File: config.mk
export PLATFORM = sky130hd
export DESIGN_NAME = nla_cell
export DESIGN_NICKNAME = d
export VERILOG_FILES = /design/src/natural_log_approximator_unit_defines.svh /design/src/nla_pkg.sv /design/src/nla_cell.sv
export SDC_FILE = /design/constraint.sdc
export NUM_CORES = 2
export LEC_CHECK = 0
export BUFFER_PORTS_ARGS = -buffer_cell sky130_fd_sc_hd__buf_2
export CAP_MARGIN = 5
export CELL_PAD_IN_SITES_DETAIL_PLACEMENT = 0
export CELL_PAD_IN_SITES_GLOBAL_PLACEMENT = 1
export CORE_MARGIN = 5
export CORE_UTILIZATION = 54
export CTS_CLUSTER_SIZE = 14
export DETAILED_ROUTE_END_ITERATION = 10
export PLACE_DENSITY = 0.95
export SYNTH_ARGS = -nofsm -noshare
export SYNTH_HDL_FRONTEND = slang
export SYNTH_SLANG_ARGS = --single-unit
File: constraint.sdc
create_clock -name clock -period 22 [get_ports clock]
set_clock_uncertainty 0.2 [all_clocks]
set_input_delay 4.4 -clock clock [delete_from_list [all_inputs] [get_ports clock]]
set_output_delay 4.4 -clock clock [all_outputs]
set_load 0.03 [all_outputs]
File: src/natural_log_approximator_unit_defines.svh
// assertion macros used by the natural log approximator top level
`ifndef NATURAL_LOG_APPROXIMATOR_UNIT_DEFINES_SVH
`define NATURAL_LOG_APPROXIMATOR_UNIT_DEFINES_SVH

// same-cycle implication
`define NLA_ASSERT_IMP(label, clk, rst, ante, cons) \
   label: assert property (@(posedge clk) disable iff (rst) (ante) |-> (cons)) \
      else $error("nla assertion failed");

// next-cycle implication
`define NLA_ASSERT_NEXT(label, clk, rst, ante, cons) \
   label: assert property (@(posedge clk) disable iff (rst) (ante) |=> (cons)) \
      else $error("nla assertion failed");

`endif

File: src/nla_pkg.sv
// shared types, constants and coefficient helpers for the natural log approximator
package nla_pkg;

   localparam int FRAC_BITS_DEFAULT = 24;
   localparam int SRC_FRAC          = 28;
   localparam int MANT_BITS         = 23;
   localparam int EXP_BIAS          = 127;
   localparam int EXP_ALL_ONES      = 255;
   localparam int NUM_CELLS         = 4;

   // coefficient magnitudes with 28 fraction bits
   localparam int K4_Q28  = 120038846;
   localparam int K5_Q28  = 15185622;
   localparam int K3_Q28  = 394588524;
   localparam int K2_Q28  = 757310806;
   localparam int K1_Q28  = 467559240;
   localparam int LN2_Q28 = 186065279;

   typedef struct packed {
      logic                 invalid;
      logic                 eob;
      logic [MANT_BITS:0]   mant;
   } nla_tag_type;

   // round a 28-fraction-bit magnitude to frac bits, half away from zero
   function automatic logic [31:0] nla_to_frac(input int mag28, input int frac);
      int sh;
      logic [31:0] r;
      sh = SRC_FRAC - frac;
      if (sh <= 0) begin
         r = 32'(mag28);
      end else begin
         r = 32'((mag28 + (1 << (sh - 1))) >> sh);
      end
      return r;
   endfunction

   // additive coefficient of each horner step, highest order first
   function automatic logic signed [31:0] nla_step_coef(input int step, input int frac);
      logic signed [31:0] c;
      case (step)
         0: c = signed'(nla_to_frac(K4_Q28, frac));
         1: c = -signed'(nla_to_frac(K3_Q28, frac));
         2: c = signed'(nla_to_frac(K2_Q28, frac));
         3: c = -signed'(nla_to_frac(K1_Q28, frac));
         default: c = '0;
      endcase
      return c;
   endfunction

endpackage

File: src/nla_cell.sv
// one horner cell: t_next = coef + round(t * m), rounding half away from zero
module nla_cell #(
   parameter int                 FRAC_BITS = nla_pkg::FRAC_BITS_DEFAULT,
   parameter logic signed [31:0] COEF      = '0
) (
   input  logic                        clock,
   input  logic                        reset,
   input  logic                        in_valid,
   output logic                        in_ready,
   input  nla_pkg::nla_tag_type        in_tag,
   input  logic signed [FRAC_BITS+3:0] in_t,
   input  logic signed [FRAC_BITS+9:0] in_exp,
   output logic                        out_valid,
   input  logic                        out_ready,
   output nla_pkg::nla_tag_type        out_tag,
   output logic signed [FRAC_BITS+3:0] out_t,
   output logic signed [FRAC_BITS+9:0] out_exp
);
   import nla_pkg::*;

   localparam int TW = FRAC_BITS + 4;
   localparam int YW = FRAC_BITS + 10;
   localparam int PW = TW + MANT_BITS + 1;
   localparam logic signed [TW-1:0] COEF_T = TW'(COEF);

   logic                 valid_ff;
   nla_tag_type          tag_ff;
   logic signed [TW-1:0] t_ff, t_in;
   logic signed [YW-1:0] exp_ff;
   logic                 neg;
   logic [TW-1:0]        abs_t;
   logic [PW-1:0]        prod;
   logic [TW-2:0]        rq;
   logic signed [TW-1:0] term;

   assign in_ready  = !valid_ff || out_ready;
   assign out_valid = valid_ff;
   assign out_tag   = tag_ff;
   assign out_t     = t_ff;
   assign out_exp   = exp_ff;

   always_comb begin
      neg   = in_t[TW-1];
      abs_t = neg ? TW'(-in_t) : TW'(in_t);
      // magnitude product plus half an lsb of the 23-bit shift
      prod  = PW'(abs_t[TW-2:0]) * PW'(in_tag.mant) + PW'(1 << (MANT_BITS - 1));
      rq    = prod[MANT_BITS +: TW-1];
      term  = signed'({1'b0, rq});
      t_in  = COEF_T + (neg ? -term : term);
   end

   always_ff @(posedge clock) begin
      if (reset) begin
         valid_ff <= 1'b0;
      end else if (in_ready) begin
         valid_ff <= in_valid;
      end
   end

   always_ff @(posedge clock) begin
      if (in_valid && in_ready) begin
         tag_ff <= in_tag;
         t_ff   <= t_in;
         exp_ff <= in_exp;
      end
   end

endmodule

# ---- After elaboration in Yosys (flattened, before gate mapping)
# Cells that the tools add are included.
dict set report word_totals {
  elab_cells 16
  ram_bits 0
  latch_bits 0
  output_inout_bits 90
  input_bits 92
  register_bits 89
  memories 0
  mem_bits_ro 0
}
dict set report op_classes {
  n_addsub 3
  n_mux 2
  reduce_logical 3
  n_shift 0
  n_lt_le_gt_ge 0
  n_div 0
  bitwise_logic 0
  n_mul 1
  n_eq_ne 0
}
# op n
set ops {}
lappend ops {{$mux W27} 2}
lappend ops {{$add A50 B23 Y50 const B} 1}
lappend ops {{$mul A27 B24 Y50} 1}
lappend ops {{$neg A27 Y28} 1}
lappend ops {{$neg A27 Y27} 1}
lappend ops {{$logic_and A1 B1 Y1} 1}
lappend ops {{$logic_not A1 Y1} 1}
lappend ops {{$logic_or A1 B1 Y1} 1}

# ---- Depth between registers and ports, before layout
dict set report logic_depth {
  ltp_word 6
  depth_mapped 38
}

# ---- Worst setup path before layout
# OpenSTA, ideal clock, no wires.
dict set report synth_timing {
  path_type {input -> register}
  start {input port in_t[4]}
  end {register t_ff[27] (netlist: out_t[27]) (data pin)}
  setup_slack_ns 7.827
  arrival_ns 13.714
  stages 34
  path_buffers 3
  path_cell_list {or4_1 nor4_1 nand3_1 or2_2 clkbuf_1 nand3b_1 o31ai_1 xnor2_1 clkbuf_1 nand2_1 fa_1 inv_1 fa_1 inv_1 fa_1 inv_1 fa_1 inv_1 fa_1 fa_1 fa_1 inv_1 ha_1 buf_2 a21oi_1 o211ai_1 o21ai_1 a41oi_1 a211oi_1 mux2_2 a211oi_1 nand4b_1 or3_1 o31a_1}
}
dict set report synth_via {
  elab_chain_cells 5
}
# item line_no
set synth_rtl {}
lappend synth_rtl {{start, declared} nla_cell.sv:11} ;# input logic signed [FRAC_BITS+3:0] in_t,
lappend synth_rtl {{$neg A27 Y27} nla_cell.sv:44} ;# abs_t = neg ? TW'(-in_t) : TW'(in_t);
lappend synth_rtl {{$mux W27 (*)} nla_cell.sv:44}
lappend synth_rtl {{$mul A27 B24 Y50 (*)} nla_cell.sv:46} ;# prod = PW'(abs_t[TW-2:0]) * PW'(in_tag.mant) + PW'(1 << (MANT_BITS - 1));
lappend synth_rtl {{$add A50 B23 Y50 (*)} nla_cell.sv:46}
lappend synth_rtl {{$neg A27 Y28 (*)} nla_cell.sv:49} ;# t_in = COEF_T + (neg ? -term : term);
lappend synth_rtl {{end signal, assigned} nla_cell.sv:63} ;# t_ff <= t_in;
lappend synth_rtl {{end, declared} nla_cell.sv:28} ;# logic signed [TW-1:0] t_ff, t_in;
# Mark *: on every way between the ends. The rest lies on a longest branch, timed or not.
# A chain may end at the register's enable or synchronous reset.

# ---- Final worst setup path
dict set report layout_timing {
  start {input port in_t[0]}
  end {register t_ff[27] (netlist: out_t[27]) (data pin)}
}
# The elaborated chain is that of the path after synthesis.

==> flow_summary.ini <==
[outcome]
status = finished, final reports clean

[synthesis]
synthArstFlopShare_pct = 0
synth_ff_type = edfxtp_1
yosysWarnings = 0
synth.top_cell.area_share_pct = 43.0
syn-cell-area_um2 = 25500
syn_nets = 3574
syn_avg_cell_area_um2 = 9.29
seq_area_frac_synth_pct = 10.5
synth.distinct_cells = 69
ys_seq_elements = 89
synth_top_area_cell = fa_1
synth_area_leaders = fa_1 43%, edfxtp_1 10%, ha_1 9.4%, inv_1 9.3%, and2_1 8.6%
synth_cells = 2743
synth-edff-count = 88

[clocking]
cts_resized = 0
cts_inserted_buffers = 9
cts.sinks = 89
cts_tree = yes
cts.path.max_buffers = 2
cts_root_buffer = clkbuf_16
clkTransAtPathRegs_ps = 100
worstSkewPairLatency_ps = 370
cts_setup_buffers = 0
cts_hold_buf = 0
ctsHtreeMaxLevel = 3

[worst_hold_path]
min_from = out_valid
min_to = out_valid
whs_path_depth = 2
hold_path_class = reg2reg

[worst_setup_path]
crit_path_max_incr_delay_ps = 560
regToRegStartpoint = out_valid
critical_path_arrival_ps = 14990
critPathCaptureType = register
cp_num_buf_inv = 10
slowest_stage = fa_1
cp_max_fo = 24
path_class = in2reg
critPathTopFamily = adder cells
reg2reg_slack_ps = 19770
reg2regPathDepth = 3
worst_setup_path_start_kind = primary input
worstPathRequired_ps = 21960
reg2reg_to = out_tag[12]

[timing]
period_minus_slack_ps = 15030
rsz0062_at_grt = false
period_share_pct = 68.3
hold_viol = 0
maxSlewViolCount = 0
tns_ps = 0
slew_headroom_pct = 24.5
clock.fmax_mhz = 66.5
finalSetupViolCount = 0
tightestPinTransition_ps = 1130

[floorplan]
initial_utilization_pct = 54.6
dieHeight_um = 227
io_pins = 182
core_area_um2 = 46700
fp-row-count = 79
die_w_um = 227
die_area_um2 = 51600

[placement]
portBuffers = 181
dp_hpwl_mm = 53.0
gp_congestion = 0.893

[detailed_routing]
drc = 0
firstDrtPassIters = 7
drtIter0Drc = 1372
post_drt_wl_per_cell_um = 20.2
via_count = 19500
final_antenna_net_count = 0
vias_per_cell = 5.65
drt_wl_total_mm = 69.6

[cells_and_area]
layout_common_cells = 633 x inv_1, 547 x fa_1, 359 x nand2_1, 350 x and2_1, 192 x ha_1
syn_to_final_growth_pct = 7.28
num-fill-cells = 4013
fin_nets = 3665
layout_commonest_cell = inv_1
layout-drive-gt1-share_pct = 9.48

[global_route]
grt_pass1_vias = 21100
antenna_found_initial = 3
grt-ovfl-total = 0
grt_pass1_wl_mm = 111
grt_max_degree = 61
grt_usage_pct = 27.7

[run]
cap_violations = 0
sequential cells by signal (all words and copies together), names as in the netlist:
register   flops
out_t         28
out_tag       26
out_exp       34
out_valid      1
how the worst max path moves through the flow:
stage,startpoint,end,slack [ps],depth (start not counted)
5_1_grt,in_t[0],out_t[27],6450,35
3_3_place_gp,in_t[0],out_t[27],6850,35
6_report,in_t[0],out_t[27],6970,35
2_1_floorplan,in_t[4],out_t[27],7830,34
4_1_cts,in_t[0],out_t[27],7110,35
3_5_place_dp,in_t[0],out_t[27],6700,35
per-stage QoR:
step	instances	util, %	cell area [µm²]	hold slack [ps]	setup slack [ps]
after global placement	3430	57.9	27000	297	6850
after detailed placement	3430	57.9	27000	310	6700
after CTS	3446	58.6	27300	325	7110
final	3447	58.6	27300	319	6970
after global routing	3446	58.6	27300	352	6450
after floorplan	2743	-	25500	660	7830
logic make-up (layout without fill, tap and decap cells):
logic type / count (synthesis) / after routing / synth area share [%]
flops: 89 / 89 / 10.5
fa+ha+maj: 739 / 739 / 52.4
simple gates: 865 / 865 / 17.5
mux: 7 / 7 / 0.334
other cells: 0 / 1 / 0
buf+inv: 762 / 858 / 11.3
xor+xnor: 73 / 73 / 2.54
compound gates: 208 / 208 / 5.51
final cells by class:
cell class / instances / area [µm²] / area share (%)
Antenna cell: 1 / 2.50 / 0.00916
Clock buffer: 9 / 225 / 0.824
Clock inverter: 7 / 76.3 / 0.279
Inverter: 633 / 2380 / 8.69
Multi-Input combinational cell: 1892 / 20100 / 73.6
Sequential cell: 89 / 2660 / 9.74
Tap cell: 607 / 759 / 2.78
Timing Repair Buffer: 209 / 1120 / 4.08
routing by layer:
metal	up-vias	part of all wire (%)	track usage, %
met5	-	0	0
met4	0	5.8	13.4
met3	235	7.1	4.76
met2	872	51	48.7
met1	9963	36	33.2
li1	8422	-	-
cells in the mapped netlist (4+ instances only):
cell,n
inv_1,633
fa_1,547
nand2_1,359
and2_1,351
ha_1,192
clkbuf_1,120
edfxtp_1,88
xnor2_1,64
a21oi_1,50
o21ai_0,43
nor2_1,33
nor3_1,23
nand4_1,17
o31ai_1,17
nor2b_1,15
nand3_1,13
or3_1,12
a21o_1,11
a211oi_1,9
nand2b_1,9
o211ai_1,9
xor2_1,8
and3_1,7
nor4_1,7
o21ai_1,7
o41ai_1,7
o21bai_1,6
a31oi_1,5
buf_1,5
o21a_1,5
mux2i_1,4
or4_1,4
tightest hold or removal path, cell delays in order (launching register included):
cell and delay [ps]:
dfxtp_1 310, nand2b_1 100, a21oi_1 70
Power is left out: the tool's default activity adds up to more than one toggle a clock period on the data nets, which glitch-free logic cannot reach.
