===== src/natural_log_approximator_unit_defines.svh =====
// assertion macros used by the natural log approximator top level
`ifndef NATURAL_LOG_APPROXIMATOR_UNIT_DEFINES_SVH
`define NATURAL_LOG_APPROXIMATOR_UNIT_DEFINES_SVH

// same-cycle implication
`define NLA_ASSERT_IMP(label, clk, rst, ante, cons) \
   label: assert property (@(posedge clk) disable iff (rst) (ante) |-> (cons)) \
      else $error("nla assertion failed");

// next-cycle implication
`define NLA_ASSERT_NEXT(label, clk, rst, ante, cons) \
   label: assert property (@(posedge clk) disable iff (rst) (ante) |=> (cons)) \
      else $error("nla assertion failed");

`endif


===== src/nla_pkg.sv =====
// shared types, constants and coefficient helpers for the natural log approximator
package nla_pkg;

   localparam int FRAC_BITS_DEFAULT = 24;
   localparam int SRC_FRAC          = 28;
   localparam int MANT_BITS         = 23;
   localparam int EXP_BIAS          = 127;
   localparam int EXP_ALL_ONES      = 255;
   localparam int NUM_CELLS         = 4;

   // coefficient magnitudes with 28 fraction bits
   localparam int K4_Q28  = 120038846;
   localparam int K5_Q28  = 15185622;
   localparam int K3_Q28  = 394588524;
   localparam int K2_Q28  = 757310806;
   localparam int K1_Q28  = 467559240;
   localparam int LN2_Q28 = 186065279;

   typedef struct packed {
      logic                 invalid;
      logic                 eob;
      logic [MANT_BITS:0]   mant;
   } nla_tag_type;

   // round a 28-fraction-bit magnitude to frac bits, half away from zero
   function automatic logic [31:0] nla_to_frac(input int mag28, input int frac);
      int sh;
      logic [31:0] r;
      sh = SRC_FRAC - frac;
      if (sh <= 0) begin
         r = 32'(mag28);
      end else begin
         r = 32'((mag28 + (1 << (sh - 1))) >> sh);
      end
      return r;
   endfunction

   // additive coefficient of each horner step, highest order first
   function automatic logic signed [31:0] nla_step_coef(input int step, input int frac);
      logic signed [31:0] c;
      case (step)
         0: c = signed'(nla_to_frac(K4_Q28, frac));
         1: c = -signed'(nla_to_frac(K3_Q28, frac));
         2: c = signed'(nla_to_frac(K2_Q28, frac));
         3: c = -signed'(nla_to_frac(K1_Q28, frac));
         default: c = '0;
      endcase
      return c;
   endfunction

endpackage


===== src/nla_finish.sv =====
// final stage: exponent term plus polynomial, saturation, output register
module nla_finish #(
   parameter int FRAC_BITS = nla_pkg::FRAC_BITS_DEFAULT
) (
   input  logic                        clock,
   input  logic                        reset,
   input  logic                        in_valid,
   output logic                        in_ready,
   input  nla_pkg::nla_tag_type        in_tag,
   input  logic signed [FRAC_BITS+3:0] in_t,
   input  logic signed [FRAC_BITS+9:0] in_exp,
   output logic                        out_valid,
   input  logic                        out_ready,
   output logic signed [31:0]          log_value,
   output logic                        invalid_input,
   output logic                        end_of_block_out
);
   import nla_pkg::*;

   localparam int YW = FRAC_BITS + 10;
   localparam int SW = (YW > 33) ? YW : 33;
   localparam logic signed [SW-1:0] MAX_V = {{(SW-31){1'b0}}, {31{1'b1}}};
   localparam logic signed [SW-1:0] MIN_V = {{(SW-31){1'b1}}, {31{1'b0}}};

   logic                 valid_ff;
   logic signed [31:0]   log_ff, log_in;
   logic                 inv_ff;
   logic                 eob_ff;
   logic signed [YW-1:0] y;
   logic signed [SW-1:0] y_ext;

   assign in_ready         = !valid_ff || out_ready;
   assign out_valid        = valid_ff;
   assign log_value        = log_ff;
   assign invalid_input    = inv_ff;
   assign end_of_block_out = eob_ff;

   always_comb begin
      y     = YW'(in_t) + in_exp;
      y_ext = SW'(y);
      if (in_tag.invalid) begin
         log_in = '0;
      end else if (y_ext > MAX_V) begin
         log_in = 32'sh7fff_ffff;
      end else if (y_ext < MIN_V) begin
         log_in = 32'sh8000_0000;
      end else begin
         log_in = y_ext[31:0];
      end
   end

   always_ff @(posedge clock) begin
      if (reset) begin
         valid_ff <= 1'b0;
      end else if (in_ready) begin
         valid_ff <= in_valid;
      end
   end

   always_ff @(posedge clock) begin
      if (in_valid && in_ready) begin
         log_ff <= log_in;
         inv_ff <= in_tag.invalid;
         eob_ff <= in_tag.eob;
      end
   end

endmodule


===== config.mk =====
export PLATFORM = sky130hd
export DESIGN_NAME = nla_finish
export DESIGN_NICKNAME = d
export VERILOG_FILES = /design/src/natural_log_approximator_unit_defines.svh /design/src/nla_pkg.sv /design/src/nla_finish.sv
export SDC_FILE = /design/constraint.sdc
export NUM_CORES = 1
export LEC_CHECK = 0
export ABC_AREA = 1
export BUFFER_PORTS_ARGS = -buffer_cell sky130_fd_sc_hd__buf_4
export CAP_MARGIN = 20
export CORE_MARGIN = 1.5
export CORE_UTILIZATION = 47
export DETAILED_ROUTE_END_ITERATION = 10
export PLACE_DENSITY_LB_ADDON = 0.15
export SYNTH_ARGS = -nofsm -noshare
export SYNTH_HDL_FRONTEND = slang
export SYNTH_SLANG_ARGS = --single-unit

===== constraint.sdc =====
create_clock -name clock -period 2.6 [get_ports clock]
set_clock_uncertainty 0.05 [all_clocks]
set_input_delay 0.39 -clock clock [delete_from_list [all_inputs] [get_ports clock]]
set_output_delay 0.39 -clock clock [all_outputs]
set_load 0.05 [all_outputs]

# Word level (Yosys, flattened, before mapping)
# Cells that the tools add are included.
# totals
regBits	35
inputBits	92
output_inout_bits	36
word_cells	14
# op_classes
add_sub_neg	1
magnitude_cmp	2
n_mux	2
reduce_logical	4
# ops
operator	count
adder 28 x 34 -> 34 bit	1
greater-than comparator 34 x 32 -> 1 bit (second input constant)	1
< comparator 34 x 32 -> 1 bit (second input constant)	1
2-to-1 mux 32 bit	1
2-to-1 mux 31 bit	1
OR reduction 2 bit	1
logical AND 1 bit	1
logical NOT 1 bit	1
logical OR 1 bit	1

# Depth between registers and ports, before layout
# logic_depth
depth_word	4
mapped_depth	17

# Worst setup path after synthesis
# No wires, ideal clock.
# synth_timing
kind	reg-to-reg
start	register valid_ff, in the netlist out_valid
end	register eob_ff, in the netlist end_of_block_out, enable pin
setup_ns	0.436
arrival_ns	2.256
required_time_ns	2.114
setup_slack_ns	-0.143
path_stages_with_launch	2
path_buffers	0
path_cell_list	dfxtp_1 a21oi_1
# synth_between
elab_chain_len	3
# synth_rtl
item	line_no	text
start: declaration	nla_finish.sv:25	logic valid_ff;
start signal: assignment	nla_finish.sv:56	valid_ff <= in_valid;
logical NOT 1 bit	nla_finish.sv:32	assign in_ready = !valid_ff || out_ready;
logical OR 1 bit	nla_finish.sv:32	
logical AND 1 bit	nla_finish.sv:61	if (in_valid && in_ready) begin
end signal: assignment	nla_finish.sv:64	eob_ff <= in_tag.eob;
end: declaration	nla_finish.sv:28	logic eob_ff;
# Every way passes these cells.
# A chain may end at the register's enable or synchronous reset.

# Final worst setup path
# layout_timing
start	input port in_t[0]
end	register log_ff[30], in the netlist log_value[30] (data pin)
# layout_between
elab_chain_len	4
elab_cells_between_ends	5
classes_between	1 x add/sub; 2 x order compare; 2 x mux
# layout_rtl
item	line_no	text
start: declaration	nla_finish.sv:10	input logic signed [FRAC_BITS+3:0] in_t,
adder 28 x 34 -> 34 bit *	nla_finish.sv:39	y = YW'(in_t) + in_exp;
< comparator 34 x 32 -> 1 bit	nla_finish.sv:45	end else if (y_ext < MIN_V) begin
2-to-1 mux 32 bit	nla_finish.sv:45	
2-to-1 mux 31 bit *	nla_finish.sv:43	end else if (y_ext > MAX_V) begin
end signal: assignment	nla_finish.sv:62	log_ff <= log_in;
end: declaration	nla_finish.sv:26	logic signed [31:0] log_ff, log_in;
# Every way passes the cells marked *; elsewhere a longest branch is shown, timed or not.

==> impl_results.md <==
- Class of the tightest hold or removal check: in2reg
- Share of total power in the clock network: 16.3%
- Post-place setup slack: -0.0511 ns
- Max FO, Critical Path: 3
- Critical path endpoint category: register
- Start-to-end type of the worst setup path: in2reg
- Most repeated cell in the gate-level netlist after synthesis: sky130_fd_sc_hd__nand2_1
- Root Driver: sky130_fd_sc_hd__clkbuf_8
- Standard-cell rows: 32
- Overall track demand over capacity in global routing: 22.2%
- Total power density per cell area: 486 nW/um2
- Min Clock Period, post-route: 2.35 ns
- Average instance area after synthesis: 6.78 um2
- Async set-reset flop share out of synthesis: 0%
- Crit-path max cell delay: 0.40 ns
- Final critical-path share of the clock period: 90.5%
- Cell count after synthesis: 554
- Worst path setup slack after routing: 0.248 ns
- Total of flip-flops plus latches after synthesis: 35
- Sequential group share of total power: 31.4%
- Number of top-level pins: 128
- Starting utilization of the core area: 48.6%
- Total power: 2.36 mW
- Final WL: 9110 um
- Headroom to the max-slew limit: 71.6%
- Level count of the clock H-tree: 2
- Maximum ir drop on the vdd rail: 0.239 mV
- Area of the placeable core: 7730 um2
- Switching pwr: 0.973 mW
- Remaining global-route overflow: 0
- Number of synthesized flops with an enable pin: 34
- Req. time, crit path: 2.59 ns
- Number of resized instances in the post-cts repair step: 0
- Outcome: complete, no violations
- Critical path data arrival time: 2.34 ns
- Unrepaired setup endpoints after global routing: no
- Largest delay contributor family on the critical path: compound AO/OA/AOI/OAI gates
- Transition time at the pin with the least slew margin: 0.426 ns
- TritonCTS clock tree: yes
- Average detailed-routed wire length per instance: 11.8 um
- Post-Syn Area: 3750 um2
- Worst-case register-to-register setup slack: 1.35 ns
- Die Outline Area: 8530 um2
- Net switching share of the total power: 41.3%
- Final weighted congestion in routability-driven placement: 0.886
- Synthesis-to-layout area growth: 29.1%
- Post-DRT Antenna Nets: 0
- Drt initial violations: 172
- Combinational cell fraction of total power: 52.3%
- Layout fillers: 731
- Buffer depth of the longest clock path: 2
- Max cap viols: 0
- Maximum clock rate: 425 MHz
- Antenna violations before repair: 0
- Yosys top cell by area: sky130_fd_sc_hd__edfxtp_1
- Launching element type of the critical path: primary input
- Final number of max-transition violations: 0
- Number of iterations in the first detailed-routing pass: 4
- List of cells traversed by the critical path: buf_4, ha_1, inv_1, fa_1, o21ai_0, a21oi_1, o21ai_0, buf_4, nand2_1, nand3_1, nand2_1, nand3_1, nand2_1
- Leakage power: 2.65 nW
- Estimated wirelength of the detail-placed design: 8030 um
- Cell repeated most along the worst path: sky130_fd_sc_hd__nand2_1
- DRC violation count after routing: 0
- Ant diodes: 0
- Postcts setup bufs: 0
- Finish-stage setup viols: 0
- Maximum number of pins on one net before global-route repair: 35
- Net Count, Synth: 680
- Final net count: 797
- Vias post-DR: 3766
- Unique cell type count in the Yosys netlist: 36
- Most instantiated flip-flop cell in the synthesis netlist: sky130_fd_sc_hd__edfxtp_1
- Final Core Density: 62.7%
- CTS Hold Buffers Added: 0
- Proportion of layout cells with a drive suffix above 1: 24.4%
- Sequential share of the synthesized area: 27.7%
- Global-route wire length before repair: 15200 um
- Internal Dissipation: 1.38 mW
- Via count normalized by instance count: 4.87
- Warning count from the yosys run: 0
- Top cells by area in the synthesized netlist: sky130_fd_sc_hd__edfxtp_1 27%, sky130_fd_sc_hd__nand2_1 18%, sky130_fd_sc_hd__ha_1 11%, sky130_fd_sc_hd__inv_1 7.9%, sky130_fd_sc_hd__nand3_1 7.2%
- Number of buffer and inverter instances along the worst setup path: 3
- Clock-pin slew of the registers on the worst-case setup and hold paths: 0.06 ns
- Standard cell with the maximum stage delay on the critical path: sky130_fd_sc_hd__fa_1
- Total of buffers placed on input and output ports: 103
- Total negative slack for setup checks: 0 ns
- Die H: 92.4 um
- Number of clock buffers inserted by TritonCTS: 5
- Most instantiated cells after synthesis: 178 x sky130_fd_sc_hd__nand2_1, 79 x sky130_fd_sc_hd__inv_1, 54 x sky130_fd_sc_hd__nand3_1
- Hold violation count in the final report: 0
- Top-area cell type share of the netlist area: 27.2%
- Clk Latency, worst-skew pair: 0.28 ns
- Count of clock tree sinks: 35
- Width of the die: 92.4 um
- Number of global-route vias before repair: 3420
metrics by stage:
stage               instance area (um2)  hold slack [ns]  std cells
global route                       4850            0.203        774
finish                             4850            0.207        774
floorplan                          3760            0.409        554
CTS                                4850            0.202        774
global placement                   4760            0.472        766
detailed placement                 4760            0.503        766
placed cells by master, fill, tap and decap left out, types with 2 or more instances in the layout:
cell | netlist | routed
sky130_fd_sc_hd__edfxtp_1 | 34 | 34
sky130_fd_sc_hd__o21bai_1 | 8 | 8
sky130_fd_sc_hd__inv_1 | 79 | 79
sky130_fd_sc_hd__a21oi_2 | 3 | 3
sky130_fd_sc_hd__buf_12 | 1 | 3
sky130_fd_sc_hd__a21o_1 | 3 | 3
sky130_fd_sc_hd__nor2_2 | 2 | 2
sky130_fd_sc_hd__nand4_1 | 2 | 2
sky130_fd_sc_hd__nand3_1 | 54 | 54
sky130_fd_sc_hd__xor2_1 | 17 | 17
sky130_fd_sc_hd__nand2_2 | 24 | 24
sky130_fd_sc_hd__a21oi_1 | 37 | 36
sky130_fd_sc_hd__o21ai_0 | 6 | 6
sky130_fd_sc_hd__buf_4 | 2 | 116
sky130_fd_sc_hd__xnor2_1 | 6 | 6
sky130_fd_sc_hd__nor2_1 | 41 | 41
sky130_fd_sc_hd__nand2_1 | 178 | 178
sky130_fd_sc_hd__ha_1 | 33 | 33
sky130_fd_sc_hd__nand3_2 | 2 | 2
sky130_fd_sc_hd__nor3_1 | 3 | 3
sky130_fd_sc_hd__clkbuf_8 | 0 | 6
sky130_fd_sc_hd__o21ai_1 | 2 | 2
logic make-up (layout without fill, tap and decap cells):
kind of cell | after synthesis | count (layout) | synth area share (%)
compound gates | 59 | 59 | 8.90
xor+xnor | 23 | 23 | 5.37
fa+ha+maj | 34 | 34 | 11.5
buf+inv | 90 | 208 | 9.90
flops | 35 | 35 | 27.7
simple gates | 313 | 313 | 36.6
worst paths after layout:
| path | startpoint | endpoint | cells past startpoint |
|---|---|---|---|
| max | in_t[0] | log_value[30]$_SDFFCE_PP0P_ | 13 |
| min | reset | out_valid$_SDFFE_PP0N_ | 2 |
| max reg2reg | out_valid$_SDFFE_PP0N_ | log_value[13]$_SDFFCE_PP0P_ | 2 |
| min reg2reg | out_valid$_SDFFE_PP0N_ | out_valid$_SDFFE_PP0N_ | 2 |
sequential cells by signal, indices dropped and copies added, names as in the netlist:
name              cells
invalid_input         1
log_value            32
out_valid             1
end_of_block_out      1
layout make-up:
type | count | area, um2 | share of cell area [%]
multi-input cells | 429 | 2350 | 48.5
flip-flops and latches | 35 | 1040 | 21.5
repair buffers | 119 | 931 | 19.2
inverters | 81 | 304 | 6.27
well taps | 102 | 128 | 2.63
clock buffers | 7 | 86.3 | 1.78
clock inverters | 1 | 5.00 | 0.103
layer usage:
metal | vias up | share of wire, % | GRT usage (%)
met5 | - | 0 | 0
met4 | 0 | 1.7 | 6.28
met3 | 15 | 6.2 | 2.30
met2 | 121 | 45 | 36.5
met1 | 1613 | 48 | 30.9
li1 | 2017 | - | -
power by group through the flow:
stage,clock network [mW],logic [mW],registers (mW)
global placement,0,1.22,0.753
detailed placement,0,1.23,0.754
floorplan,0,0.605,1.00
global route,0.415,1.35,0.747
finish,0.384,1.23,0.741
CTS,0.394,1.23,0.742
(Power assumes the default switching activity.)
