===== config.mk =====
export PLATFORM = sky130hd
export DESIGN_NAME = nla_front
export DESIGN_NICKNAME = d
export VERILOG_FILES = /design/src/natural_log_approximator_unit_defines.svh /design/src/nla_pkg.sv /design/src/nla_front.sv
export SDC_FILE = /design/constraint.sdc
export NUM_CORES = 1
export LEC_CHECK = 0
export BUFFER_PORTS_ARGS = -buffer_cell sky130_fd_sc_hd__buf_2
export CORE_MARGIN = 1
export CORE_UTILIZATION = 45
export DETAILED_ROUTE_END_ITERATION = 16
export PLACE_DENSITY_LB_ADDON = 0.15
export SLEW_MARGIN = 20
export SYNTH_ARGS = -nofsm -noshare
export SYNTH_HDL_FRONTEND = slang
export SYNTH_SLANG_ARGS = --single-unit

===== constraint.sdc =====
create_clock -name clock -period 5.65 [get_ports clock]
set_input_delay 1.13 -clock clock [delete_from_list [all_inputs] [get_ports clock]]
set_output_delay 1.13 -clock clock [all_outputs]
set_load 0.01 [all_outputs]

===== src/natural_log_approximator_unit_defines.svh =====
// assertion macros used by the natural log approximator top level
`ifndef NATURAL_LOG_APPROXIMATOR_UNIT_DEFINES_SVH
`define NATURAL_LOG_APPROXIMATOR_UNIT_DEFINES_SVH

// same-cycle implication
`define NLA_ASSERT_IMP(label, clk, rst, ante, cons) \
   label: assert property (@(posedge clk) disable iff (rst) (ante) |-> (cons)) \
      else $error("nla assertion failed");

// next-cycle implication
`define NLA_ASSERT_NEXT(label, clk, rst, ante, cons) \
   label: assert property (@(posedge clk) disable iff (rst) (ante) |=> (cons)) \
      else $error("nla assertion failed");

`endif


===== src/nla_pkg.sv =====
// shared types, constants and coefficient helpers for the natural log approximator
package nla_pkg;

   localparam int FRAC_BITS_DEFAULT = 24;
   localparam int SRC_FRAC          = 28;
   localparam int MANT_BITS         = 23;
   localparam int EXP_BIAS          = 127;
   localparam int EXP_ALL_ONES      = 255;
   localparam int NUM_CELLS         = 4;

   // coefficient magnitudes with 28 fraction bits
   localparam int K4_Q28  = 120038846;
   localparam int K5_Q28  = 15185622;
   localparam int K3_Q28  = 394588524;
   localparam int K2_Q28  = 757310806;
   localparam int K1_Q28  = 467559240;
   localparam int LN2_Q28 = 186065279;

   typedef struct packed {
      logic                 invalid;
      logic                 eob;
      logic [MANT_BITS:0]   mant;
   } nla_tag_type;

   // round a 28-fraction-bit magnitude to frac bits, half away from zero
   function automatic logic [31:0] nla_to_frac(input int mag28, input int frac);
      int sh;
      logic [31:0] r;
      sh = SRC_FRAC - frac;
      if (sh <= 0) begin
         r = 32'(mag28);
      end else begin
         r = 32'((mag28 + (1 << (sh - 1))) >> sh);
      end
      return r;
   endfunction

   // additive coefficient of each horner step, highest order first
   function automatic logic signed [31:0] nla_step_coef(input int step, input int frac);
      logic signed [31:0] c;
      case (step)
         0: c = signed'(nla_to_frac(K4_Q28, frac));
         1: c = -signed'(nla_to_frac(K3_Q28, frac));
         2: c = signed'(nla_to_frac(K2_Q28, frac));
         3: c = -signed'(nla_to_frac(K1_Q28, frac));
         default: c = '0;
      endcase
      return c;
   endfunction

endpackage


===== src/nla_front.sv =====
// front stage: field decode, validity check and exponent term
module nla_front #(
   parameter int FRAC_BITS = nla_pkg::FRAC_BITS_DEFAULT
) (
   input  logic                       clock,
   input  logic                       reset,
   input  logic                       in_valid,
   output logic                       in_ready,
   input  logic [31:0]                sample_bits,
   input  logic                       end_of_block,
   output logic                       out_valid,
   input  logic                       out_ready,
   output nla_pkg::nla_tag_type       out_tag,
   output logic signed [FRAC_BITS+9:0] out_exp
);
   import nla_pkg::*;

   localparam int YW = FRAC_BITS + 10;
   localparam logic signed [FRAC_BITS:0] LN2 =
      signed'((FRAC_BITS + 1)'(nla_to_frac(LN2_Q28, FRAC_BITS)));

   logic                 valid_ff;
   nla_tag_type          tag_ff, tag_in;
   logic signed [YW-1:0] exp_ff, exp_in;
   logic [7:0]           expf;
   logic signed [8:0]    unb_exp;

   assign in_ready  = !valid_ff || out_ready;
   assign out_valid = valid_ff;
   assign out_tag   = tag_ff;
   assign out_exp   = exp_ff;

   always_comb begin
      expf            = sample_bits[30:23];
      tag_in.invalid  = sample_bits[31] || (expf == '0) || (expf == 8'(EXP_ALL_ONES));
      tag_in.eob      = end_of_block;
      tag_in.mant     = {1'b1, sample_bits[MANT_BITS-1:0]};
      unb_exp         = signed'({1'b0, expf}) - 9'sd127;
      exp_in          = YW'(unb_exp) * YW'(LN2);
   end

   always_ff @(posedge clock) begin
      if (reset) begin
         valid_ff <= 1'b0;
      end else if (in_ready) begin
         valid_ff <= in_valid;
      end
   end

   always_ff @(posedge clock) begin
      if (in_valid && in_ready) begin
         tag_ff <= tag_in;
         exp_ff <= exp_in;
      end
   end

endmodule


== Yosys cells after proc, flatten, opt, wreduce, memory -nomap -nowiden ==
Index checks and enable logic that the tools add are counted.

* Output and inout bits: 62
* Bits in registers: 57
* Logic and storage cells: 14

* Add/sub/neg operators: 1
* Multiply operators: 1
* Reduce and logical (&&, ||, !) cells: 6
* Eq/ne operators: 1

{| class="wikitable"
|+ Operators with widths
! cell !! number
|-
| 9-bit by 22-bit multiplier with 31-bit output (second input constant) || 1
|-
| 8-bit by 7-bit subtractor with 9-bit output (second input constant) || 1
|-
| 8-bit == test (second input constant) || 1
|-
| 8-bit logical NOT || 1
|-
| 1-bit logical OR || 3
|-
| 1-bit logical AND || 1
|-
| 1-bit logical NOT || 1
|}

== Logic depth before layout (Yosys ltp) ==
Gate-level depths: netlist (run 1).

* Depth after elaboration: 3
* Gate-level depth with buffers: 21
* Mapped depth without buffers: 21

== Worst setup path after synthesis (run 1) ==
OpenSTA, ideal clock, no wires.

* Kind: input to register
* Start point: input sample_bits[23]
* End point: register exp_ff[30] (netlist: out_exp[30]) (data pin)
* Data arrival time: 5.867 ns
* Setup time: 0.264 ns
* Cell stages on the path: 21
* Setup slack: -0.481 ns
* Path through: clkbuf_1 -> and3_1 -> nand3_1 -> nor2_1 -> xnor2_1 -> fa_1 -> inv_1 -> fa_1 -> inv_1 -> fa_1 -> inv_1 -> fa_1 -> inv_1 -> ha_1 -> ha_1 -> o21a_1 -> nor2_1 -> o311a_1 -> o31ai_4 -> o2111ai_1 -> nand3_1

* Word-level cells in the longest chain between the ends: 2

{| class="wikitable"
|+ RTL lines
! what !! RTL line !! source
|-
| start, declared || nla_front.sv:9 || <nowiki>input logic [31:0] sample_bits,</nowiki>
|-
| 8-bit by 7-bit subtractor with 9-bit output || nla_front.sv:38 || <nowiki>unb_exp = signed'({1'b0, expf}) - 9'sd127;</nowiki>
|-
| 9-bit by 22-bit multiplier with 31-bit output || nla_front.sv:39 || <nowiki>exp_in = YW'(unb_exp) * YW'(LN2);</nowiki>
|-
| named net exp_in[30] || nla_front.sv:24 || <nowiki>logic signed [YW-1:0] exp_ff, exp_in;</nowiki>
|-
| end signal, assigned || nla_front.sv:53 || <nowiki>exp_ff <= exp_in;</nowiki>
|-
| end, declared || nla_front.sv:24 ||
|}

The timed path passes the listed nets, and every way through them passes these cells.
A chain may end at the register's enable or synchronous reset.

== Worst setup path in the final report (run 1) ==
* Start point: input sample_bits[23]
* End point: register exp_ff[33] (netlist: out_exp[33]) (data pin)

Same word-level chain as after synthesis.

==> Implementation_results.wiki, run 1 <==
{| class="wikitable"
! Metric !! Value
|-
| Share of flip-flops with an asynchronous set or reset after synthesis || 0%
|-
| Commonest non-fill, non-tap cells in the layout || sky130_fd_sc_hd__buf_2 (92), sky130_fd_sc_hd__buf_4 (84), sky130_fd_sc_hd__inv_1 (83), sky130_fd_sc_hd__ha_1 (82), sky130_fd_sc_hd__edfxtp_1 (56)
|-
| Multiplexer share of the synthesized area || 0.193%
|-
| Number of remaining DRC errors || 0
|-
| Pin count of the biggest net entering global routing || 57
|-
| Share of the clock period used by the worst path || a little over nine tenths
|-
| Final weighted congestion of routability-driven global placement || around 0.86
|-
| Number of placed instances with taps included || ~760
|-
| Data required time at the worst endpoint || around 5700 ps
|-
| Number of buffers added to fix hold violations after cts || 0
|-
| Input/output buffers || 94
|-
| Endpoint kind of the worst setup timing path || flop
|-
| Clock latency on the worst-skew pair || 330 ps
|-
| Area delta synth->final || 36.1%
|-
| Hold crit path type || reg2reg
|-
| Global-route wire length before repair || between 15000 and 20000 um
|-
| Area occupied by multi-input gates || roughly 3500 um2
|-
| Combinational family with the most area after synthesis || adder cells
|-
| Classification of the worst setup path || in2reg
|-
| Cell type group with the largest total delay on the critical path || adder cells
|-
| CP startpoint kind || input port
|-
| Number of filler instances in the final layout || roughly 900
|-
| Clk buf depth || 2
|-
| Minimum clock period || roughly 5500 ps
|-
| Final count of pins violating max slew || 0
|-
| Skew final || between 7 and 8 ps
|-
| Proportion of power drawn by flip-flops and latches || 18.1%
|-
| Via count of the first global-routing pass || ~3800
|-
| Smallest hold slack || around 500 ps
|-
| Die height || 109 um
|-
| Outcome || finished clean
|-
| Number of cells in the finished layout apart from fillers || 782
|-
| Worst slew margin relative to its limit || approximately 53%
|-
| Root buf cell || sky130_fd_sc_hd__clkbuf_16
|-
| Compound-gate portion of the synthesized area || between 9 and 10%
|-
| Worst EP arrival || 5620 ps
|-
| Antenna Cells || 0
|-
| Reg2Reg Depth || 3
|-
| Cell type of the slowest stage on the worst timing path || sky130_fd_sc_hd__fa_1
|-
| Final setup violating endpoints || 0
|-
| Number of design-rule violations left by the first detailed-router iteration || between 100 and 150
|-
| Num ports || slightly below 100
|-
| Starting density of the core || around 47%
|-
| Synth Area in XOR/XNOR || 4.89%
|-
| Number of instances in the synthesized netlist || about 460
|-
| Clock network fraction of design power || approximately an eighth
|-
| Crit path buf inv count || 7
|-
| Clock net sink count || 57
|-
| Share of Yosys cell area claimed by the top area cell type || between 30% and 40%
|-
| Number of antenna violations at the first check in global routing || 0
|-
| Power density of the placed cells || about 530 nW/um2
|-
| Worst-path clk slew || 60 ps
|-
| Leak pwr || roughly 3.5 nW
|-
| RSZ-0062 raised after global routing || yes
|-
| Switching fraction of total power || about two fifths
|-
| Number of flops mapped to enable cells by yosys || 56
|-
| Largest area contributor in the synthesized netlist || sky130_fd_sc_hd__edfxtp_1
|-
| Final routed wire length divided by cell count || about 14 um
|-
| Slew of the pin with the lowest slew margin || around 700 ps
|-
| Sequential area share after synthesis || about a third
|-
| Number of stages on the worst hold path || 2
|-
| Simple-gate area share of the yosys netlist || around 6.4%
|-
| Top cells by area, synth || sky130_fd_sc_hd__edfxtp_1 (32%), sky130_fd_sc_hd__ha_1 (24%), sky130_fd_sc_hd__fa_1 (14%)
|-
| Number of register bits inferred by synthesis || 57
|-
| Post-synthesis adder-cell area fraction || around two fifths
|-
| Die W || ~110 um
|-
| Rows || 38
|-
| Depth of the critical timing path with buffers and inverters included || 23
|-
| Routed Wire Length || between 10000 and 15000 um
|-
| Mean number of vias per cell || slightly below 5
|-
| Antenna violation net count after detailed routing || 0
|-
| DIE AREA || 12000 um2
|-
| TritonCTS clock tree || done
|-
| Hold Fails Final Rpt || 0
|-
| Fraction of final layout cells with drive strength greater than 1 || about two fifths
|-
| Critical-path maximum fanout || 4
|-
| Internal Power || about 0.0023 W
|-
| Chain of cells forming the critical path || buf_8, ha_4, nand4_1, nor2_1, xnor2_1, inv_2, fa_2, inv_2, fa_1, inv_2, fa_1, inv_2, fa_2, inv_2, ha_4, ha_4, nand2_4, nor3_2, o211ai_1, a31oi_1, buf_4, o21ai_1, and3_1
|-
| Global-route usage over all layers || between 10% and 20%
|-
| Count of maximum capacitance violations || 0
|-
| Total core area || ~11000 um2
|-
| Detail Placement HPWL || roughly 9000 um
|-
| Netlist area before placement || slightly above 5000 um2
|-
| Worst path most repeated cell || sky130_fd_sc_hd__inv_2
|-
| Area taken by flip-flops and latches || between 1500 and 2000 um2
|-
| Cts bufs inserted || 9
|-
| Max VDD drop || roughly 0.29 mV
|-
| Top flip-flop cell by instance count after synthesis || sky130_fd_sc_hd__edfxtp_1
|-
| Number of warnings printed during yosys synthesis || 0
|-
| P_sw || 0.00147 W
|-
| Synth cell types || between 50 and 60
|-
| Delay of the slowest cell on the worst path || 540 ps
|-
| Power share of the combinational group || a little under 70%
|-
| Number of nets in the layout || a little over 800
|-
| Maximum clock frequency || 0.180 GHz
|-
| Most common cell after layout, fill and taps aside || sky130_fd_sc_hd__buf_2
|-
| GR Overflow Total || 0
|-
| Mean Syn Cell Area || ~11 um2
|-
| Detailed Routing Iterations Pass 1 || 4
|-
| Via count || approximately 3800
|-
| Max H-tree Level || 3
|}
-- per-stage QoR --
stage / power, W / TNS (ps) / worst slack, ps / util, % / cell area, um2
floorplan: 0.00222 / 0 / 4.63 / - / 5370
global placement: 0.00300 / -2060 / -327 / 59.3 / 6540
detailed placement: 0.00304 / -3090 / -351 / 59.3 / 6540
CTS: 0.00354 / 0 / 11.5 / 61.6 / 6790
global route: 0.00408 / -280 / -68.0 / 64.1 / 7070
finish: 0.00375 / 0 / 109 / 64.1 / 7070
-- worst register-to-register path, stage by stage (launching register included) --
cell	delay [ps]
sky130_fd_sc_hd__dfxtp_1	300
sky130_fd_sc_hd__nand2b_1	90
sky130_fd_sc_hd__and2_2	150
sky130_fd_sc_hd__buf_4	560
-- final timing paths --
kind,from,endpoint,slack [ps]
setup / recovery,sample_bits[23],out_exp[33],110
hold / removal,out_valid,out_valid,500
setup reg to reg,out_valid,out_tag[6],4150
hold reg to reg,out_valid,out_valid,500
-- cells by family (layout without fill, tap and decap cells) --
group / count (synthesis) / in the layout
other: 2 / 4
xor gates and xnor gates: 29 / 29
muxes: 1 / 1
AOI/OAI and AO/OA: 63 / 63
buffers and inverters: 101 / 286
and+or+nand+nor: 66 / 66
DFF: 57 / 57
adders and majority gates: 136 / 136
-- area by class of cell --
type                    count  area share (%)
inverters                  92            4.94
clock inverters             5           0.336
repair buffers            179            16.0
well taps                 140            2.48
multi-input cells         299            49.0
flip-flops and latches     57            24.1
clock buffers              10            3.24
-- timing repair --
| item | in CTS | in global routing |
|---|---|---|
| resized for setup | 1 | 35 |
| buffers inserted | 0 | 7 |
| setup endpoints to repair | 3 | 12 |
| cloned | 0 | 0 |
| pin swaps | 1 | 28 |
-- per-layer routing --
metal  wire, um  track usage (%)
met4        154             5.43
met2       5330             33.9
met3        478             3.32
met1       5250             25.7
met5          0                0
-- flip-flops by register name, indices dropped and copies added (netlist names) --
name	cells
out_exp	31
out_tag	25
out_valid	1
-- power groups by stage --
stage	Combinational, W	Clock [W]	Sequential (W)
finish	0.00261	0.000464	0.000680
detailed placement	0.00235	0	0.000690
CTS	0.00238	0.000481	0.000682
global route	0.00290	0.000490	0.000692
floorplan	0.00147	0	0.000750
global placement	0.00231	0	0.000687
-- synth_stat cells, types with 4 or more instances --
library cell	number
sky130_fd_sc_hd__and3_1	5
sky130_fd_sc_hd__inv_1	91
sky130_fd_sc_hd__nor3_1	5
sky130_fd_sc_hd__edfxtp_1	56
sky130_fd_sc_hd__nand4_1	7
sky130_fd_sc_hd__clkbuf_1	4
sky130_fd_sc_hd__nor2_1	15
sky130_fd_sc_hd__xnor2_1	19
sky130_fd_sc_hd__nand3_1	7
sky130_fd_sc_hd__a31oi_1	6
sky130_fd_sc_hd__o21ai_0	6
sky130_fd_sc_hd__xor2_1	10
sky130_fd_sc_hd__a21oi_1	12
sky130_fd_sc_hd__o21bai_1	5
sky130_fd_sc_hd__buf_4	4
sky130_fd_sc_hd__nand2_1	12
sky130_fd_sc_hd__ha_1	99
sky130_fd_sc_hd__a21o_1	7
sky130_fd_sc_hd__fa_1	37
Note: power is estimated with default switching activity, not from simulation.
==> run 2: changes to the inputs <==
Settings changed: CAP_MARGIN set to 10.
Clock period 5.65 ns to 6.1 ns, I/O delays scaled along.
==> Implementation_results.wiki, run 2 (synthesis results as in run 1) <==
{| class="wikitable"
! Metric !! Value
|-
| Cell type of the slowest stage on the worst timing path || sky130_fd_sc_hd__fa_1
|-
| Mean number of vias per cell || 4.90 (+0.58%)
|-
| Detail Placement HPWL || 8820 um (-3.5%)
|-
| Root buf cell || sky130_fd_sc_hd__clkbuf_16
|-
| Final count of pins violating max slew || 0 (unchanged)
|-
| Finished layout cell area || 6620 um2 (-6.4%)
|-
| Max H-tree Level || 3 (unchanged)
|-
| Slew of the pin with the lowest slew margin || 706 ps (+1.98 ps)
|-
| Hold Fails Final Rpt || 0 (unchanged)
|-
| Input/output buffers || 94 (unchanged)
|-
| Minimum clock period || 5870 ps
|-
| DIE AREA || 12000 um2 (unchanged)
|-
| Number of flip-flops under the largest register name || 31 (unchanged)
|-
| Antenna Cells || 0 (unchanged)
|-
| Standard cell area after detailed placement || 6190 um2 (-5.3%)
|-
| Number of buffers added to fix hold violations after cts || 0 (unchanged)
|-
| Rows || 38 (unchanged)
|-
| Antenna violation net count after detailed routing || 0 (unchanged)
|-
| Via count of the first global-routing pass || 3751 (-1.4%)
|-
| Final routed wire length divided by cell count || 14.2 um (-0.72%)
|-
| Number of cells in the finished layout apart from fillers || 754 (-3.6%)
|-
| Clock latency on the worst-skew pair || 330 ps (about the same)
|-
| Endpoint kind of the worst setup timing path || flop
|-
| Number of placed instances with taps included || 734 (-3.5%)
|-
| Area delta synth->final || 27.5%
|-
| Pin count of the biggest net entering global routing || 57 (unchanged)
|-
| Power density of the placed cells || 481 nW/um2 (-9.3%)
|-
| Chain of cells forming the critical path || buf_2, ha_1, nand4_1, nor2_1, or2_2, inv_2, fa_1, inv_1, fa_1, inv_1, fa_1, inv_1, fa_1, inv_1, ha_4, ha_4, a21boi_4, o41ai_4, buf_4, o31ai_4, a31oi_1, xnor2_1
|-
| Core occupancy in the finished layout || 60.0% (-4.1 points)
|-
| Max VDD drop || 0.233 mV (-20%)
|-
| CP startpoint kind || input port
|-
| Final setup violating endpoints || 0 (unchanged)
|-
| GR Overflow Total || 0 (unchanged)
|-
| Clock net sink count || 57 (unchanged)
|-
| Global-route wire length before repair || 17300 um (-3.2%)
|-
| Cts bufs inserted || 9 (unchanged)
|-
| Skew final || 7.08 ps (-0.315 ps)
|-
| Leak pwr || 3.37 nW (-3.9%)
|-
| Die height || 109 um (unchanged)
|-
| Number of design-rule violations left by the first detailed-router iteration || 87 (-31%)
|-
| Fraction of final layout cells with drive strength greater than 1 || 31.4% (-7.2 points)
|-
| Outcome || finished clean
|-
| Critical-path maximum fanout || 6 (+2)
|-
| Number of filler instances in the final layout || 942 (+4.6%)
|-
| Routed Wire Length || 10700 um (-4.3%)
|-
| Count of maximum capacitance violations || 0 (unchanged)
|-
| Delay of the slowest cell on the worst path || 540 ps (about the same)
|-
| Commonest non-fill, non-tap cells in the layout || sky130_fd_sc_hd__buf_2 (94), sky130_fd_sc_hd__ha_1 (93), sky130_fd_sc_hd__inv_1 (89), sky130_fd_sc_hd__edfxtp_1 (56), sky130_fd_sc_hd__buf_4 (56)
|-
| Worst EP arrival || 5950 ps (+330 ps)
|-
| Global-route usage over all layers || 19.3% (-0.49 points)
|-
| Number of antenna violations at the first check in global routing || 0 (unchanged)
|-
| Most common cell after layout, fill and taps aside || sky130_fd_sc_hd__buf_2
|-
| Classification of the worst setup path || in2reg
|-
| Smallest hold slack || 513 ps (+8.90 ps)
|-
| Share of the clock period used by the worst path || a little over nine tenths
|-
| Clk buf depth || 2 (unchanged)
|-
| Starting density of the core || 47.1% (unchanged)
|-
| Number of remaining DRC errors || 0 (unchanged)
|-
| Worst slew margin relative to its limit || 53.0% (-0.13 points)
|-
| Maximum clock frequency || approximately 0.17 GHz
|-
| Die W || 109 um (unchanged)
|-
| Num ports || 99 (unchanged)
|-
| Detailed Routing Iterations Pass 1 || 4 (unchanged)
|-
| Number of nets in the layout || 782 (-3.6%)
|-
| Worst-path clk slew || 50 ps (about the same)
|-
| Via count || 3693 (-3.0%)
|-
| Data required time at the worst endpoint || 6180 ps (+450 ps)
|-
| Final weighted congestion of routability-driven global placement || 0.923 (+6.9%)
|-
| TritonCTS clock tree || done
|-
| Hold crit path type || reg2reg
|-
| Total core area || 11000 um2 (unchanged)
|}
-- run 2: cell count changes in the layout (fill, tap and decap cells not counted), moves of 3 or more --
cell and delta:
sky130_fd_sc_hd__inv_2 -5, sky130_fd_sc_hd__xnor2_1 +3, sky130_fd_sc_hd__ha_4 -12, sky130_fd_sc_hd__buf_4 -28
sky130_fd_sc_hd__ha_1 +11, sky130_fd_sc_hd__inv_1 +6
-- run 2: layout make-up --
class,instances,area [um2],area share [%]
clock inverter,6,82.6,1.25
tap,140,175,2.65
inverter,92,345,5.22
sequential,57,1700,25.7
timing repair buffer,150,891,13.5
multi-input combinational,299,3200,48.3
clock buffer,10,229,3.46
-- run 2: final timing paths --
path / start / to / slack [ps] / cells after the start
worst min-delay path: out_valid / out_valid / 510 / 2
worst max register to register: out_valid / out_exp[25] / 4600 / 3
worst max-delay path: sample_bits[24] / out_exp[32] / 230 / 22
worst min register to register: out_valid / out_valid / 510 / 2
-- run 2: critical path: cells and delay by family --
family / cells / cell delay [ps]
xor+xnor: 1 / 140
buf+inv: 7 / 570
fa+ha+maj: 7 / 2790
simple gates: 3 / 420
compound gates: 4 / 790
-- run 2: where the power goes --
part,switching [W],total (W),internal (W),leakage (nW)
Combinational,0.00106,0.00203,0.000974,2.67
Clock,0.000173,0.000528,0.000355,0.154
Sequential,0.0000194,0.000631,0.000612,0.550
-- run 2: repair_timing --
action | CTS | global route
gates resized for setup | 0 | 13
endpoints found under the setup margin | 0 | 8
setup buffers | 0 | 4
-- run 2: metal layers --
| layer | global-route usage, % | up-vias | wire [um] |
|---|---|---|---|
| met3 | 3.56 | 14 | 447 |
| met1 | 24.8 | 1715 | 4990 |
| met5 | 0 | - | 0 |
| li1 | - | 1868 | - |
| met4 | 7.24 | 0 | 214 |
| met2 | 32.3 | 96 | 5080 |
-- run 2: metrics by stage --
step                power [W]  setup TNS (ps)  setup WS, ps
global route          0.00348            -140         -52.9
finish                0.00319               0           226
detailed placement    0.00252           -1340          -239
floorplan             0.00194               0          21.8
CTS                   0.00309               0          98.3
global placement      0.00250            -316          -109
==> run 3: changes to the inputs <==
==> constraint.sdc (replaced) <==
create_clock -name clock -period 6.1 [get_ports clock]
set_input_delay 1.83 -clock clock [delete_from_list [all_inputs] [get_ports clock]]
set_output_delay 1.83 -clock clock [all_outputs]
set_load 0.01 [all_outputs]
==> Implementation_results.wiki, run 3 (synthesis results as in run 1) <==
{| class="wikitable"
! Metric !! Value
|-
| Detail Placement HPWL || 9670 um (+9.6%)
|-
| Max H-tree Level || 3 (unchanged)
|-
| Post-route setup slack || -203 ps (-429 ps)
|-
| Mean number of vias per cell || 4.89 (-0.15%)
|-
| Starting density of the core || 47.1% (unchanged)
|-
| Share of the clock period used by the worst path || 103% (+7.0 points)
|-
| Max VDD drop || 0.252 mV (+8.4%)
|-
| Commonest non-fill, non-tap cells in the layout || sky130_fd_sc_hd__buf_4 (108), sky130_fd_sc_hd__buf_2 (92), sky130_fd_sc_hd__inv_1 (83), sky130_fd_sc_hd__ha_1 (82), sky130_fd_sc_hd__edfxtp_1 (56)
|-
| Final routed wire length divided by cell count || 14.7 um (+3.0%)
|-
| Chain of cells forming the critical path || buf_8, ha_4, nand4_1, nor2_2, or2_4, clkinvlp_4, buf_6, fa_2, inv_2, fa_1, inv_2, fa_1, inv_1, fa_1, inv_1, ha_1, ha_4, o21a_1, nor2_4, o311a_1, o31ai_4, a31oi_1, xnor2_1
|-
| Outcome || finished with violations
|-
| Worst-path clk slew || 50 ps (about the same)
|-
| Clock network fraction of design power || 13.8% (-2.8 points)
|-
| Final weighted congestion of routability-driven global placement || 0.907 (-1.7%)
|-
| Critical-path maximum fanout || 5 (-1)
|-
| Switching fraction of total power || 37.9% (-1.3 points)
|-
| CP startpoint kind || input port
|-
| Pin count of the biggest net entering global routing || 57 (unchanged)
|-
| Num ports || 99 (unchanged)
|-
| Global-route usage over all layers || 21.8% (+2.5 points)
|-
| Failing checks || setup timing
|-
| Clk buf depth || 2 (unchanged)
|-
| Leak pwr || 3.68 nW (+9.0%)
|-
| Number of design-rule violations left by the first detailed-router iteration || 124 (+43%)
|-
| Maximum clock frequency || 0.159 GHz (-6.8%)
|-
| Via count of the first global-routing pass || 4143 (+10%)
|-
| Global-route wire length before repair || 19500 um (+13%)
|-
| Hold crit path type || reg2reg
|-
| Cell type of the slowest stage on the worst timing path || sky130_fd_sc_hd__fa_2
|-
| Critical path startpoint || sample_bits[24]
|-
| Clock net sink count || 57 (unchanged)
|-
| Worst path most repeated cell || sky130_fd_sc_hd__fa_1
|-
| TritonCTS clock tree || done
|-
| Number of antenna violations at the first check in global routing || 0 (unchanged)
|-
| Endpoint kind of the worst setup timing path || flop
|-
| Antenna violation net count after detailed routing || 0 (unchanged)
|-
| Data required time at the worst endpoint || 6180 ps (about the same)
|-
| Worst slew margin relative to its limit || 52.6% (-0.33 points)
|-
| Final setup violating endpoints || 9 (+9)
|-
| Total core area || 11000 um2 (unchanged)
|-
| Number of flip-flops under the largest register name || 31 (unchanged)
|-
| Finished layout cell area || 7400 um2 (+12%)
|-
| GR Overflow Total || 0 (unchanged)
|-
| Internal Power || 0.00233 W (+20%)
|-
| Count of maximum capacitance violations || 0 (unchanged)
|-
| Area delta synth->final || 42.5%
|-
| Rows || 38 (unchanged)
|-
| Die W || 109 um (unchanged)
|-
| Via count || 3971 (+7.5%)
|-
| Most common cell after layout, fill and taps aside || sky130_fd_sc_hd__buf_4
|-
| Power share of the combinational group || 69.4% (+5.8 points)
|-
| Hold Fails Final Rpt || 0 (unchanged)
|-
| Setup TNS after final layout || -1070 ps (-1070 ps)
|-
| Minimum clock period || 6300 ps (+429 ps)
|-
| Power density of the placed cells || 507 nW/um2 (+5.4%)
|-
| Die height || 109 um (unchanged)
|-
| Antenna Cells || 0 (unchanged)
|-
| Number of buffers added to fix hold violations after cts || 0 (unchanged)
|-
| Fraction of final layout cells with drive strength greater than 1 || 42.3% (+11 points)
|-
| Clock latency on the worst-skew pair || 330 ps (about the same)
|-
| Root buf cell || sky130_fd_sc_hd__clkbuf_16
|-
| Standard cell area after detailed placement || 6760 um2 (+9.1%)
|-
| Number of remaining DRC errors || 0 (unchanged)
|-
| Input/output buffers || 94 (unchanged)
|-
| Delay of the slowest cell on the worst path || 520 ps (-20 ps)
|-
| P_sw || 0.00142 W (+14%)
|-
| Worst EP arrival || 6380 ps (+430 ps)
|-
| Skew final || 4.76 ps (-2.32 ps)
|-
| RSZ-0062 raised after global routing || yes
|-
| Proportion of power drawn by flip-flops and latches || 16.8% (-3.0 points)
|-
| Slew of the pin with the lowest slew margin || 711 ps (+4.97 ps)
|-
| Cts bufs inserted || 9 (unchanged)
|-
| Worst hold path startpoint || out_valid
|-
| DIE AREA || 12000 um2 (unchanged)
|-
| Routed Wire Length || 11900 um (+11%)
|-
| Final count of pins violating max slew || 0 (unchanged)
|-
| Reg-to-Reg Start || out_valid
|-
| Classification of the worst setup path || in2reg
|-
| Detailed Routing Iterations Pass 1 || 4 (unchanged)
|-
| Number of nets in the layout || 840 (+7.4%)
|}
run 3: timing repair:
action	in CTS	in global routing
gates resized for setup	21	23
setup endpoints to repair	9	16
buffers inserted	7	8
pin swaps	30	25
run 3: worst paths after layout:
kind	to	cells past startpoint	slack, ps
setup / recovery	out_exp[32]	23	-200
hold / removal	out_valid	2	510
setup reg to reg	out_exp[27]	3	4590
hold reg to reg	out_valid	2	510
run 3: area by class of cell:
| type | count | area, um2 |
|---|---|---|
| Clock inverter | 4 | 67.6 |
| Timing Repair Buffer | 208 | 1370 |
| Clock buffer | 12 | 236 |
| Multi-Input combinational cell | 299 | 3500 |
| Tap cell | 140 | 175 |
| Sequential cell | 57 | 1700 |
| Fill cell | 842 | 3630 |
| Inverter | 92 | 349 |
run 3: worst max-delay path, delay by kind of cell:
family	cells	cell delay [ps]
compound gates	4	820
xor+xnor	1	150
fa+ha+maj	7	2570
buf+inv	7	540
simple gates	4	480
run 3: power by group through the flow:
| stage | clock network [W] | registers [W] | logic, W |
|---|---|---|---|
| final | 0.000517 | 0.000632 | 0.00261 |
| after global placement | 0 | 0.000636 | 0.00224 |
| after global routing | 0.000541 | 0.000642 | 0.00290 |
| after floorplan | 0 | 0.000695 | 0.00140 |
| after detailed placement | 0 | 0.000641 | 0.00230 |
| after CTS | 0.000526 | 0.000634 | 0.00244 |
run 3: metal layers:
| metal | wire [um] | global-route usage, % |
|---|---|---|
| met1 | 5340 | 26.2 |
| met2 | 5830 | 38.7 |
| met3 | 442 | 3.20 |
| met4 | 302 | 9.14 |
| met5 | 0 | 0 |
run 3: metrics by stage:
stage	total power [W]	std cells	hold slack, ps	worst slack (ps)	util, %
CTS	0.00360	804	516	-138	65.3
global route	0.00408	812	568	-401	67.1
finish	0.00375	812	507	-203	67.1
detailed placement	0.00294	782	508	-511	61.3
floorplan	0.00209	457	593	-220	-
global placement	0.00288	782	484	-473	61.3
